===== config.mk =====
export PLATFORM = sky130hd
export DESIGN_NAME = two_queue_weighted_scheduler
export DESIGN_NICKNAME = d
export VERILOG_FILES = /design/src/sv/tqws_pkg.sv /design/src/sv/two_queue_weighted_scheduler.sv
export SDC_FILE = /design/constraint.sdc
export NUM_CORES = 2
export LEC_CHECK = 0
export ABC_AREA = 1
export BUFFER_PORTS_ARGS = -buffer_cell sky130_fd_sc_hd__buf_2
export CORE_ASPECT_RATIO = 0.8
export CORE_MARGIN = 2
export CORE_UTILIZATION = 39
export DETAILED_ROUTE_END_ITERATION = 6
export PLACE_DENSITY_LB_ADDON = 0.1
export REMOVE_ABC_BUFFERS = 1
export SLEW_MARGIN = 10
export SYNTH_ARGS = -nofsm -noshare
export SYNTH_HDL_FRONTEND = slang
export SYNTH_SLANG_ARGS = --single-unit

===== constraint.sdc =====
create_clock -name i_clk -period 4.45 [get_ports i_clk]
set_clock_uncertainty 0.05 [all_clocks]
set_input_delay 0.2225 -clock i_clk [delete_from_list [all_inputs] [get_ports i_clk]]
set_output_delay 0.2225 -clock i_clk [all_outputs]
set_load 0.01 [all_outputs]

===== src/sv/tqws_pkg.sv =====
package tqws_pkg;

    // queue geometry
    localparam int QueueDepth = 16;
    localparam int PTR_W      = (QueueDepth > 1) ? $clog2(QueueDepth) : 1;
    localparam int CNT_W      = $clog2(QueueDepth + 1);

    // field widths
    localparam int ID_W     = 16;
    localparam int TOTAL_W  = 24;
    localparam int ENTRY_W  = ID_W + TOTAL_W;
    localparam int STATUS_W = 2;
    localparam int WEIGHT_W = 4;
    localparam int TALLY_W  = 32;
    localparam int REV_W    = 40;

    // weight after reset
    localparam logic [WEIGHT_W-1:0] WEIGHT_RESET = WEIGHT_W'(2);

    // function codes
    localparam logic FUNC_ENQUEUE = 1'b0;
    localparam logic FUNC_SERVE   = 1'b1;

    // status codes
    localparam logic [STATUS_W-1:0] STAT_ENQUEUED = 2'd0;
    localparam logic [STATUS_W-1:0] STAT_SERVED   = 2'd1;
    localparam logic [STATUS_W-1:0] STAT_EMPTY    = 2'd2;
    localparam logic [STATUS_W-1:0] STAT_DROPPED  = 2'd3;

    typedef logic [ENTRY_W-1:0] t_entry;
    typedef logic [PTR_W-1:0]   t_ptr;
    typedef logic [CNT_W-1:0]   t_cnt;

    // wrap a queue pointer
    function automatic t_ptr next_slot(input t_ptr p);
        if (p == PTR_W'(QueueDepth - 1)) begin
            return '0;
        end
        return p + PTR_W'(1);
    endfunction

endpackage


===== src/sv/two_queue_weighted_scheduler.sv =====
// enqueue word: accepted, result in the output register at the next edge
// serve word: the queue memory is read into a read-data register, then the result is registered
// throughput: one enqueue per cycle unless held off; a serve holds the input off until its
// word is registered; a stalled result holds the input off until the cycle it is taken
// synchronous active-low reset clears pointers, counts, run length, tally, revenue, weight
// to 2; queue memories hold no reset and are only read below the fill count
module two_queue_weighted_scheduler (
    input  logic                          i_clk,
    input  logic                          i_rst_n,
    // configuration
    input  logic                          i_cfg_valid,
    output logic                          o_cfg_ready,
    input  logic [tqws_pkg::WEIGHT_W-1:0] i_cfg_data,
    // input channel
    input  logic                          i_valid,
    output logic                          o_stall,
    input  logic                          i_func,
    input  logic                          i_high_priority,
    input  logic [tqws_pkg::ID_W-1:0]     i_order_id,
    input  logic [tqws_pkg::TOTAL_W-1:0]  i_order_total,
    // output channel
    output logic                          o_valid,
    input  logic                          i_stall,
    output logic [tqws_pkg::STATUS_W-1:0] o_status,
    output logic [tqws_pkg::ID_W-1:0]     o_served_id,
    output logic [tqws_pkg::TOTAL_W-1:0]  o_served_total,
    output logic                          o_served_from_high,
    output logic [tqws_pkg::TALLY_W-1:0]  o_delivered_count,
    output logic [tqws_pkg::REV_W-1:0]    o_revenue
);
    import tqws_pkg::*;

    localparam logic ST_IDLE = 1'b0;
    localparam logic ST_READ = 1'b1;

    // queue memories
    t_entry mem_hi [QueueDepth];
    t_entry mem_no [QueueDepth];
    t_entry r_hi_rdata;
    t_entry r_no_rdata;

    logic                r_state;
    logic                r_src_hi;
    logic [WEIGHT_W-1:0] r_weight;
    logic [WEIGHT_W-1:0] r_high_run;
    t_ptr                r_hi_head, r_hi_tail, r_no_head, r_no_tail;
    t_cnt                r_hi_count, r_no_count;
    logic [TALLY_W-1:0]  r_tally;
    logic [REV_W-1:0]    r_rev;

    // output register
    logic                r_out_valid;
    logic [STATUS_W-1:0] r_status;
    logic [ID_W-1:0]     r_id;
    logic [TOTAL_W-1:0]  r_total;
    logic                r_from_high;
    logic [TALLY_W-1:0]  r_out_tally;
    logic [REV_W-1:0]    r_out_rev;

    logic                slot_free;
    logic                acc;
    logic                high_turn, hi_ne, no_ne, sel_hi, sel_no;
    logic                enq_hi_we, enq_no_we, hi_full, no_full;
    logic                deq_hi, deq_no;
    logic                load_read;
    t_entry              rd_word;
    logic [TOTAL_W-1:0]  rd_total;
    logic [REV_W:0]      rev_sum;
    logic [REV_W-1:0]    n_rev;
    logic [TALLY_W-1:0]  n_tally;

    // handshake
    assign slot_free   = !r_out_valid || !i_stall;
    assign o_stall     = (r_state != ST_IDLE) || !slot_free;
    assign acc         = i_valid && !o_stall;
    assign o_cfg_ready = 1'b1;

    // weighted round robin choice
    assign high_turn = r_high_run < r_weight;
    assign hi_ne     = r_hi_count != '0;
    assign no_ne     = r_no_count != '0;
    assign sel_hi    = high_turn ? hi_ne : (!no_ne && hi_ne);
    assign sel_no    = high_turn ? (!hi_ne && no_ne) : no_ne;

    // enqueue and dequeue strobes
    assign hi_full   = r_hi_count == CNT_W'(QueueDepth);
    assign no_full   = r_no_count == CNT_W'(QueueDepth);
    assign enq_hi_we = acc && (i_func == FUNC_ENQUEUE) && i_high_priority && !hi_full;
    assign enq_no_we = acc && (i_func == FUNC_ENQUEUE) && !i_high_priority && !no_full;
    assign deq_hi    = acc && (i_func == FUNC_SERVE) && sel_hi;
    assign deq_no    = acc && (i_func == FUNC_SERVE) && sel_no;

    // served word and saturating totals
    assign load_read = (r_state == ST_READ) && slot_free;
    assign rd_word   = r_src_hi ? r_hi_rdata : r_no_rdata;
    assign rd_total  = rd_word[TOTAL_W-1:0];
    assign rev_sum   = {1'b0, r_rev} + (REV_W+1)'(rd_total);
    assign n_rev     = rev_sum[REV_W] ? '1 : rev_sum[REV_W-1:0];
    assign n_tally   = (r_tally == '1) ? r_tally : r_tally + TALLY_W'(1);

    // memory ports
    always_ff @(posedge i_clk) begin
        if (enq_hi_we) begin
            mem_hi[r_hi_tail] <= {i_order_id, i_order_total};
        end
        if (deq_hi) begin
            r_hi_rdata <= mem_hi[r_hi_head];
        end
        if (enq_no_we) begin
            mem_no[r_no_tail] <= {i_order_id, i_order_total};
        end
        if (deq_no) begin
            r_no_rdata <= mem_no[r_no_head];
        end
    end

    // control state
    always_ff @(posedge i_clk) begin
        if (!i_rst_n) begin
            r_state    <= ST_IDLE;
            r_src_hi   <= 1'b0;
            r_weight   <= WEIGHT_RESET;
            r_high_run <= '0;
            r_hi_head  <= '0;
            r_hi_tail  <= '0;
            r_hi_count <= '0;
            r_no_head  <= '0;
            r_no_tail  <= '0;
            r_no_count <= '0;
            r_tally    <= '0;
            r_rev      <= '0;
        end else begin
            if (i_cfg_valid) begin
                r_weight <= i_cfg_data;
            end
            if (enq_hi_we) begin
                r_hi_tail  <= next_slot(r_hi_tail);
                r_hi_count <= r_hi_count + CNT_W'(1);
            end
            if (enq_no_we) begin
                r_no_tail  <= next_slot(r_no_tail);
                r_no_count <= r_no_count + CNT_W'(1);
            end
            if (deq_hi) begin
                r_hi_head  <= next_slot(r_hi_head);
                r_hi_count <= r_hi_count - CNT_W'(1);
                if (high_turn) begin
                    r_high_run <= r_high_run + WEIGHT_W'(1);
                end
            end
            if (deq_no) begin
                r_no_head  <= next_slot(r_no_head);
                r_no_count <= r_no_count - CNT_W'(1);
                if (!high_turn) begin
                    r_high_run <= '0;
                end
            end
            unique case (r_state)
                ST_IDLE: begin
                    if (deq_hi || deq_no) begin
                        r_state  <= ST_READ;
                        r_src_hi <= deq_hi;
                    end
                end
                ST_READ: begin
                    if (load_read) begin
                        r_state <= ST_IDLE;
                        r_tally <= n_tally;
                        r_rev   <= n_rev;
                    end
                end
                default: r_state <= ST_IDLE;
            endcase
        end
    end

    // output valid
    always_ff @(posedge i_clk) begin
        if (!i_rst_n) begin
            r_out_valid <= 1'b0;
        end else if (load_read || (acc && !(deq_hi || deq_no))) begin
            r_out_valid <= 1'b1;
        end else if (!i_stall) begin
            r_out_valid <= 1'b0;
        end
    end

    // output payload
    always_ff @(posedge i_clk) begin
        if (load_read) begin
            r_status    <= STAT_SERVED;
            r_id        <= rd_word[ENTRY_W-1:TOTAL_W];
            r_total     <= rd_total;
            r_from_high <= r_src_hi;
            r_out_tally <= n_tally;
            r_out_rev   <= n_rev;
        end else if (acc && !(deq_hi || deq_no)) begin
            if (i_func == FUNC_SERVE) begin
                r_status <= STAT_EMPTY;
            end else if (enq_hi_we || enq_no_we) begin
                r_status <= STAT_ENQUEUED;
            end else begin
                r_status <= STAT_DROPPED;
            end
            r_id        <= '0;
            r_total     <= '0;
            r_from_high <= 1'b0;
            r_out_tally <= r_tally;
            r_out_rev   <= r_rev;
        end
    end

    assign o_valid            = r_out_valid;
    assign o_status           = r_status;
    assign o_served_id        = r_id;
    assign o_served_total     = r_total;
    assign o_served_from_high = r_from_high;
    assign o_delivered_count  = r_out_tally;
    assign o_revenue          = r_out_rev;

endmodule

# After elaboration in Yosys (flattened, before gate mapping)
# Memory sizes are Yosys's and may differ from the RTL's. A register that Yosys moved wholly into a read port is not among the register bits.
# Index checks and enable logic that the tools add are counted.
dict set report word_totals {
  inputBits 51
  register_bits 224
  out_inout_bits 118
  mem_count 2
  ram_bits 1280
}
dict set report classes {
  n_reduce_logical 35
  n_eq_ne 8
  addsub 11
  magnitude_cmp 1
  n_mux 54
  bitwise 2
}
# name words width read_ports rd_ports_with_merged_regs wr line
set memory_table {}
lappend memory_table {mem_hi 16 40 1 1 1 two_queue_weighted_scheduler.sv:37} ;# t_entry mem_hi [QueueDepth];
lappend memory_table {mem_no 16 40 1 1 1 two_queue_weighted_scheduler.sv:38} ;# t_entry mem_no [QueueDepth];
# op n
set ops {}
lappend ops {{two-way mux 40 bit} 4}
lappend ops {{two-way mux 32 bit} 3}
lappend ops {{two-way mux 24 bit} 2}
lappend ops {{two-way mux 4 bit} 12}
lappend ops {{adder 40 x 24 -> 41 bit} 1}
lappend ops {{adder 32 x 1 -> 32 bit, second input constant} 1}
lappend ops {{== test 32 bit, second input constant} 1}
lappend ops {{two-way mux 16 bit} 2}
lappend ops {{two-way mux 1 bit} 24}
lappend ops {{adder 4 x 1 -> 4 bit, second input constant} 5}
lappend ops {{two-way mux 5 bit} 4}
lappend ops {{== test 4 bit, second input constant} 4}
lappend ops {{logical AND 1 bit} 13}
lappend ops {{adder 5 x 1 -> 5 bit, second input constant} 2}
lappend ops {{== test 5 bit, second input constant} 2}
lappend ops {{logical NOT 1 bit} 10}
lappend ops {{nonzero test 5 bit} 2}
lappend ops {{subtractor 5 x 1 -> 5 bit, second input constant} 2}
lappend ops {{nonzero test 2 bit} 3}
lappend ops {{logical OR 1 bit} 5}
lappend ops {{less-than comparator 4 bit} 1}
lappend ops {{two-way mux 2 bit} 2}
lappend ops {{AND reduction 2 bit} 2}
lappend ops {{inequality test 2 x 1 -> 1 bit, second input constant} 1}
lappend ops {{other kinds (2)} 3}

# Longest topological paths before layout
dict set report logic_depth {
  word_depth 13
  ltp_mapped 20
  ltp_nobuf 18
}

# Worst setup path before layout
# OpenSTA, ideal clock, no wires.
dict set report synth_path {
  path_type {register to register}
  from {register r_out_valid (netlist: o_valid)}
  to {memory mem_no[7][0] (netlist name) (enable)}
  required_ps 3913
  synth_period_minus_slack_ps 4436
  slack_ps 14
  path_stages_with_launch 8
  arrival_ps 3898
  n_path_buf 0
  path_cell_list {dfxtp_1 nand2_1 nand3_1 nor2_1 nand3_2 inv_2 nand2_1 nor3_1}
}
dict set report synth_between {
  elab_chain_len 11
}
# element line
set synth_lines {}
lappend synth_lines {{from (decl)} two_queue_weighted_scheduler.sv:52} ;# logic r_out_valid;
lappend synth_lines {{from (signal assigned)} two_queue_weighted_scheduler.sv:180} ;# r_out_valid <= 1'b0;
lappend synth_lines {{from (signal assigned)} two_queue_weighted_scheduler.sv:182} ;# r_out_valid <= 1'b1;
lappend synth_lines {{from (signal assigned)} two_queue_weighted_scheduler.sv:184} ;# r_out_valid <= 1'b0;
lappend synth_lines {{logical NOT 1 bit} two_queue_weighted_scheduler.sv:73} ;# assign slot_free = !r_out_valid || !i_stall;
lappend synth_lines {{logical OR 1 bit} two_queue_weighted_scheduler.sv:73}
lappend synth_lines {{logical NOT 1 bit} two_queue_weighted_scheduler.sv:74} ;# assign o_stall = (r_state != ST_IDLE) || !slot_free;
lappend synth_lines {{logical OR 1 bit} two_queue_weighted_scheduler.sv:74}
lappend synth_lines {{logical NOT 1 bit} two_queue_weighted_scheduler.sv:75} ;# assign acc = i_valid && !o_stall;
lappend synth_lines {{logical AND 1 bit} two_queue_weighted_scheduler.sv:75}
lappend synth_lines {{logical AND 1 bit (3 in series)} two_queue_weighted_scheduler.sv:89} ;# assign enq_no_we = acc && (i_func == FUNC_ENQUEUE) && !i_high_priority && !no_full;
lappend synth_lines {{two-way mux 1 bit} two_queue_weighted_scheduler.sv:109} ;# if (enq_no_we) begin
lappend synth_lines {{two-way mux 1 bit (implied by the code)} two_queue_weighted_scheduler.sv:110} ;# mem_no[r_no_tail] <= {i_order_id, i_order_total};
lappend synth_lines {{to (decl)} two_queue_weighted_scheduler.sv:38}
# No other way between the ends.

# Worst setup path in the final report
dict set report layout_path {
  from {register r_out_valid (netlist: o_valid)}
  to {memory mem_no[15][32] (netlist name) (enable)}
}
# The elaborated chain is that of the path after synthesis.

==> parameters.txt <==
Parameter                              Value

Floorplan
  Placeable core area ... 164700 um^2
  Die span in x ... 460.0 um
  Effective utilization at floorplan ... 0.3938
  Die Footprint ... 169700 um^2
  Die height ... 368.8 um
  Num ports ... 169
  Row cnt ... 133

Pwr
  Sw Ratio ... 0.2795
  Clk network pwr share ... 0.364
  Internal power of the cells ... 26.52 mW
  NetSw ... 10.29 mW
  Sum of internal, switching and leakage power ... 36.81 mW
  Leakage ... 25.04 nW
  Part of the power in registers ... 0.480
  Part of the power in combinational logic ... 0.156
  Power density cells ... 494.7 nW/um^2
  Maximum VDD drop ... 0.4633 mV

Timing
  Rel. slew slack ... 0.3728
  Sum of negative setup slack ... 0 ps
  Period Utilization, post-route ... 0.8117
  Number of hold violations in the final report ... 0
  Fin Hold WS ... 200.7 ps
  Tightest Pin Transition ... 940.8 ps
  RSZ-0062 raised after global routing ... false
  Timing-limited maximum frequency ... 0.2768 GHz
  Setup Viol. Count Final ... 0
  Minimum period implied by the final worst setup slack ... 3612 ps
  Slew Viols, Final ... 0

Detailed routing
  Average wire per standard cell ... 25.20 um
  Total routed wirelength ... 188300 um
  Remaining DRCs ... 0
  Overall via count from detail_route ... 40410
  Via count normalized by instance count ... 5.408
  First-iteration detailed-routing DRC count ... 4092
  DRT antenna net count ... 0
  First-pass iteration count of the detailed router ... 5

Logic synthesis
  Cell Area, Synth ... 64880 um^2
  Synthesized area divided by synthesized cell count ... 13.10 um^2
  Number of distinct standard cells referenced by the synthesized netlist ... 54
  Synth Register Bits ... 1584
  Gate count of the mapped netlist ... 4951
  Fraction of registers with async set/reset ... 0
  Most used flip-flop cell after synthesis ... edfxtp_1
  Count of warnings emitted by yosys ... 0
  Sequential element share of the synthesized area ... 0.7160
  Count of flip-flops with a built-in enable after synthesis ... 1473

Worst setup path
  Required @ worst endpoint ... 4830 ps
  CP cell instances ... nand2_1 -> nand3_1 -> nor2_1 -> dlygate4sd3_1 -> nand3_2 -> inv_2 -> nand2_1 -> nor2_4 -> buf_4
  Kind of launch point of the worst setup path ... flop
  Crit Path Category ... flop to flop
  Capture instance of the worst register-to-register path ... mem_no[15][32]
  Buffers & Inverters on Critical Path ... 3
  Worst reg2reg path startpoint ... o_valid
  Setup slack of the most critical reg-to-reg path ... 840 ps
  Most used cell along the critical path ... nand2_1
  Worst-path maximum fanout ... 18
  Endpoint type of the worst setup path ... flop
  R2R depth ... 9
  Critical path's largest stage delay ... 620 ps
  Largest delay share family, worst path ... simple AND/OR/NAND/NOR gates
  Worst endpoint data arrival time ... 3990 ps
  Worst-path cell with the longest stage delay ... dlygate4sd3_1

Cells and area
  P&R area growth vs syn ... 14.69%
  Non-filler instance count after layout ... 7472
  Most frequent standard cell in the layout excluding fill and tap cells ... edfxtp_1
  Fraction of layout instances using a drive strength above 1 ... 0.1321
  Top library cells by usage in the layout, fill and taps aside ... edfxtp_1 (1473), nand2_1 (639), nor2_1 (613)
  Number of nets in the finished design ... 5277
  Final non-filler cell area ... 74410 um^2

Clock tree
  CTS Hold Buffers Added ... 61
  Clock latency of the later-clocked register in the worst-skew pair ... 800 ps
  Clock-pin transition on the worst setup and hold timing paths ... 60 ps
  # clock sinks ... 1584
  Number of instances resized during post-cts repair ... 0
  Post-CTS setup buffer count ... 0
  Clock buffers created by TritonCTS ... 163
  Number of H-tree levels ... 4
  Clock tree from TritonCTS ... built
  Maximum clock insertion buffer count ... 3
  Root Buffer ... clkbuf_16

Place
  Number of cells after detailed placement ... 7112
  Port bufs ... 167
  Placed wire-length estimate after detailed placement ... 112600 um
  Global placement routability congestion ... 0.8500
  Cell area reported after detailed placement ... 68620 um^2

Hold path
  End point of the most critical hold path ... r_weight[1]
  Hold Crit Start ... i_cfg_valid
  Path class of the lowest-slack min-delay path ... input pin to flop
  Cell depth of the worst hold path ... 3

Global route
  Antenna violations before repair ... 17
  Pin count of the biggest net entering global routing ... 117
  Via count of the first global-routing pass ... 39070
  First-pass GRT wire length ... 274000 um
  All-layer global routing usage ... 0.2207
  Overflow left after global routing ... 0

Flow run
  Max_cap viols ... 0

Run status
  Status ... complete, no violations
-- worst min-delay path, delay by kind of cell --
family                 cells  cell delay, ps
buffers and inverters      2             670
AOI/OAI and AO/OA          1              90
-- through the flow --
stage,util,worst slack [ps]
global placement,0.4165,1216
CTS,0.4516,871.3
detailed placement,0.4165,1069
floorplan,-,-8373
finish,0.4517,837.7
global route,0.4516,644.9
-- how the worst max path moves through the flow --
stage	from	end	slack (ps)	cells past startpoint
final	o_valid	mem_no[15][32]	840	9
after global routing	o_valid	mem_no[15][32]	640	9
after CTS	o_valid	mem_no[14][16]	870	9
after detailed placement	r_src_hi	o_revenue[7]	1070	15
after global placement	r_src_hi	o_revenue[3]	1220	15
after floorplan	r_hi_head[0]	r_hi_rdata[10]	-8370	5
-- routing by layer --
layer,track usage,wire length (um),up-vias
met3,0.04317,11880,256
met4,0.05434,4202,0
li1,-,-,18760
met2,0.3323,83000,1166
met5,0,0,-
met1,0.3272,89220,20230
-- synth_stat cells, types with 2 or more instances --
master | count | area share
nand2_1 | 640 | 0.037
or2_0 | 5 | 0.00048
a21oi_1 | 103 | 0.0079
a211oi_1 | 4 | 0.00046
nand2_2 | 31 | 0.0030
nor4_1 | 4 | 0.00039
nor3_1 | 35 | 0.0027
inv_2 | 19 | 0.0011
buf_2 | 67 | 0.0052
buf_4 | 31 | 0.0036
nand2_4 | 2 | 0.00035
edfxtp_1 | 1473 | 0.68
nand4_1 | 20 | 0.0019
o22ai_1 | 2 | 0.00019
or2_2 | 17 | 0.0016
o32ai_1 | 74 | 0.010
xnor2_1 | 4 | 0.00054
dfxtp_1 | 111 | 0.034
nand3_1 | 168 | 0.013
buf_1 | 9 | 0.00052
clkbuf_1 | 170 | 0.0098
clkinv_1 | 4 | 0.00023
o211ai_1 | 74 | 0.0086
buf_6 | 2 | 0.00035
o221ai_1 | 244 | 0.033
fa_1 | 3 | 0.00093
nand3_2 | 27 | 0.0042
mux2i_1 | 244 | 0.038
or2_1 | 3 | 0.00029
o21ai_1 | 7 | 0.00054
inv_1 | 218 | 0.013
a21oi_2 | 20 | 0.0027
nor3b_1 | 2 | 0.00023
nor2_2 | 21 | 0.0020
o21ai_0 | 351 | 0.027
nor2_1 | 644 | 0.037
xor2_1 | 20 | 0.0027
nor3_2 | 13 | 0.0020
nand3b_1 | 4 | 0.00046
nor2_4 | 3 | 0.00052
ha_1 | 45 | 0.0087
-- flip-flops by register name (all words and copies together) (netlist names), 5 cells and up --
| register | count |
|---|---|
| mem_hi | 640 |
| mem_no | 640 |
| o_delivered_count | 32 |
| o_revenue | 40 |
| o_served_id | 16 |
| o_served_total | 24 |
| r_hi_count | 5 |
| r_hi_rdata | 40 |
| r_no_count | 5 |
| r_no_rdata | 40 |
| r_rev | 40 |
| r_tally | 32 |
-- cell type report --
| class | count | area (um^2) |
|---|---|---|
| Timing Repair Buffer | 343 | 2648 |
| Multi-Input combinational cell | 2845 | 16470 |
| Clock inverter | 85 | 838.3 |
| Fill cell | 14900 | 90330 |
| Clock buffer | 207 | 4328 |
| Sequential cell | 1584 | 46490 |
| Antenna cell | 7 | 17.52 |
| Tap cell | 2160 | 2703 |
| Inverter | 241 | 923.4 |
-- logic make-up after synthesis --
family,after synthesis,share of synthesized area
compound gates,884,0.09099
other cells,1,0.00005780
mux,244,0.03764
flops,1584,0.7160
buf+inv,522,0.03392
simple gates,1644,0.1085
xor+xnor,24,0.003240
fa+ha+maj,48,0.009604
-- power by group through the flow --
stage	clock (mW)	combinational, mW	sequential, mW
finish	13.4	5.74	17.7
global route	14.3	6.35	17.8
CTS	13.7	5.82	17.7
detailed placement	0	5.75	18.0
global placement	0	5.75	18.0
floorplan	0	3.13	18.4
No activity file was read; power rests on OpenSTA's default activity.
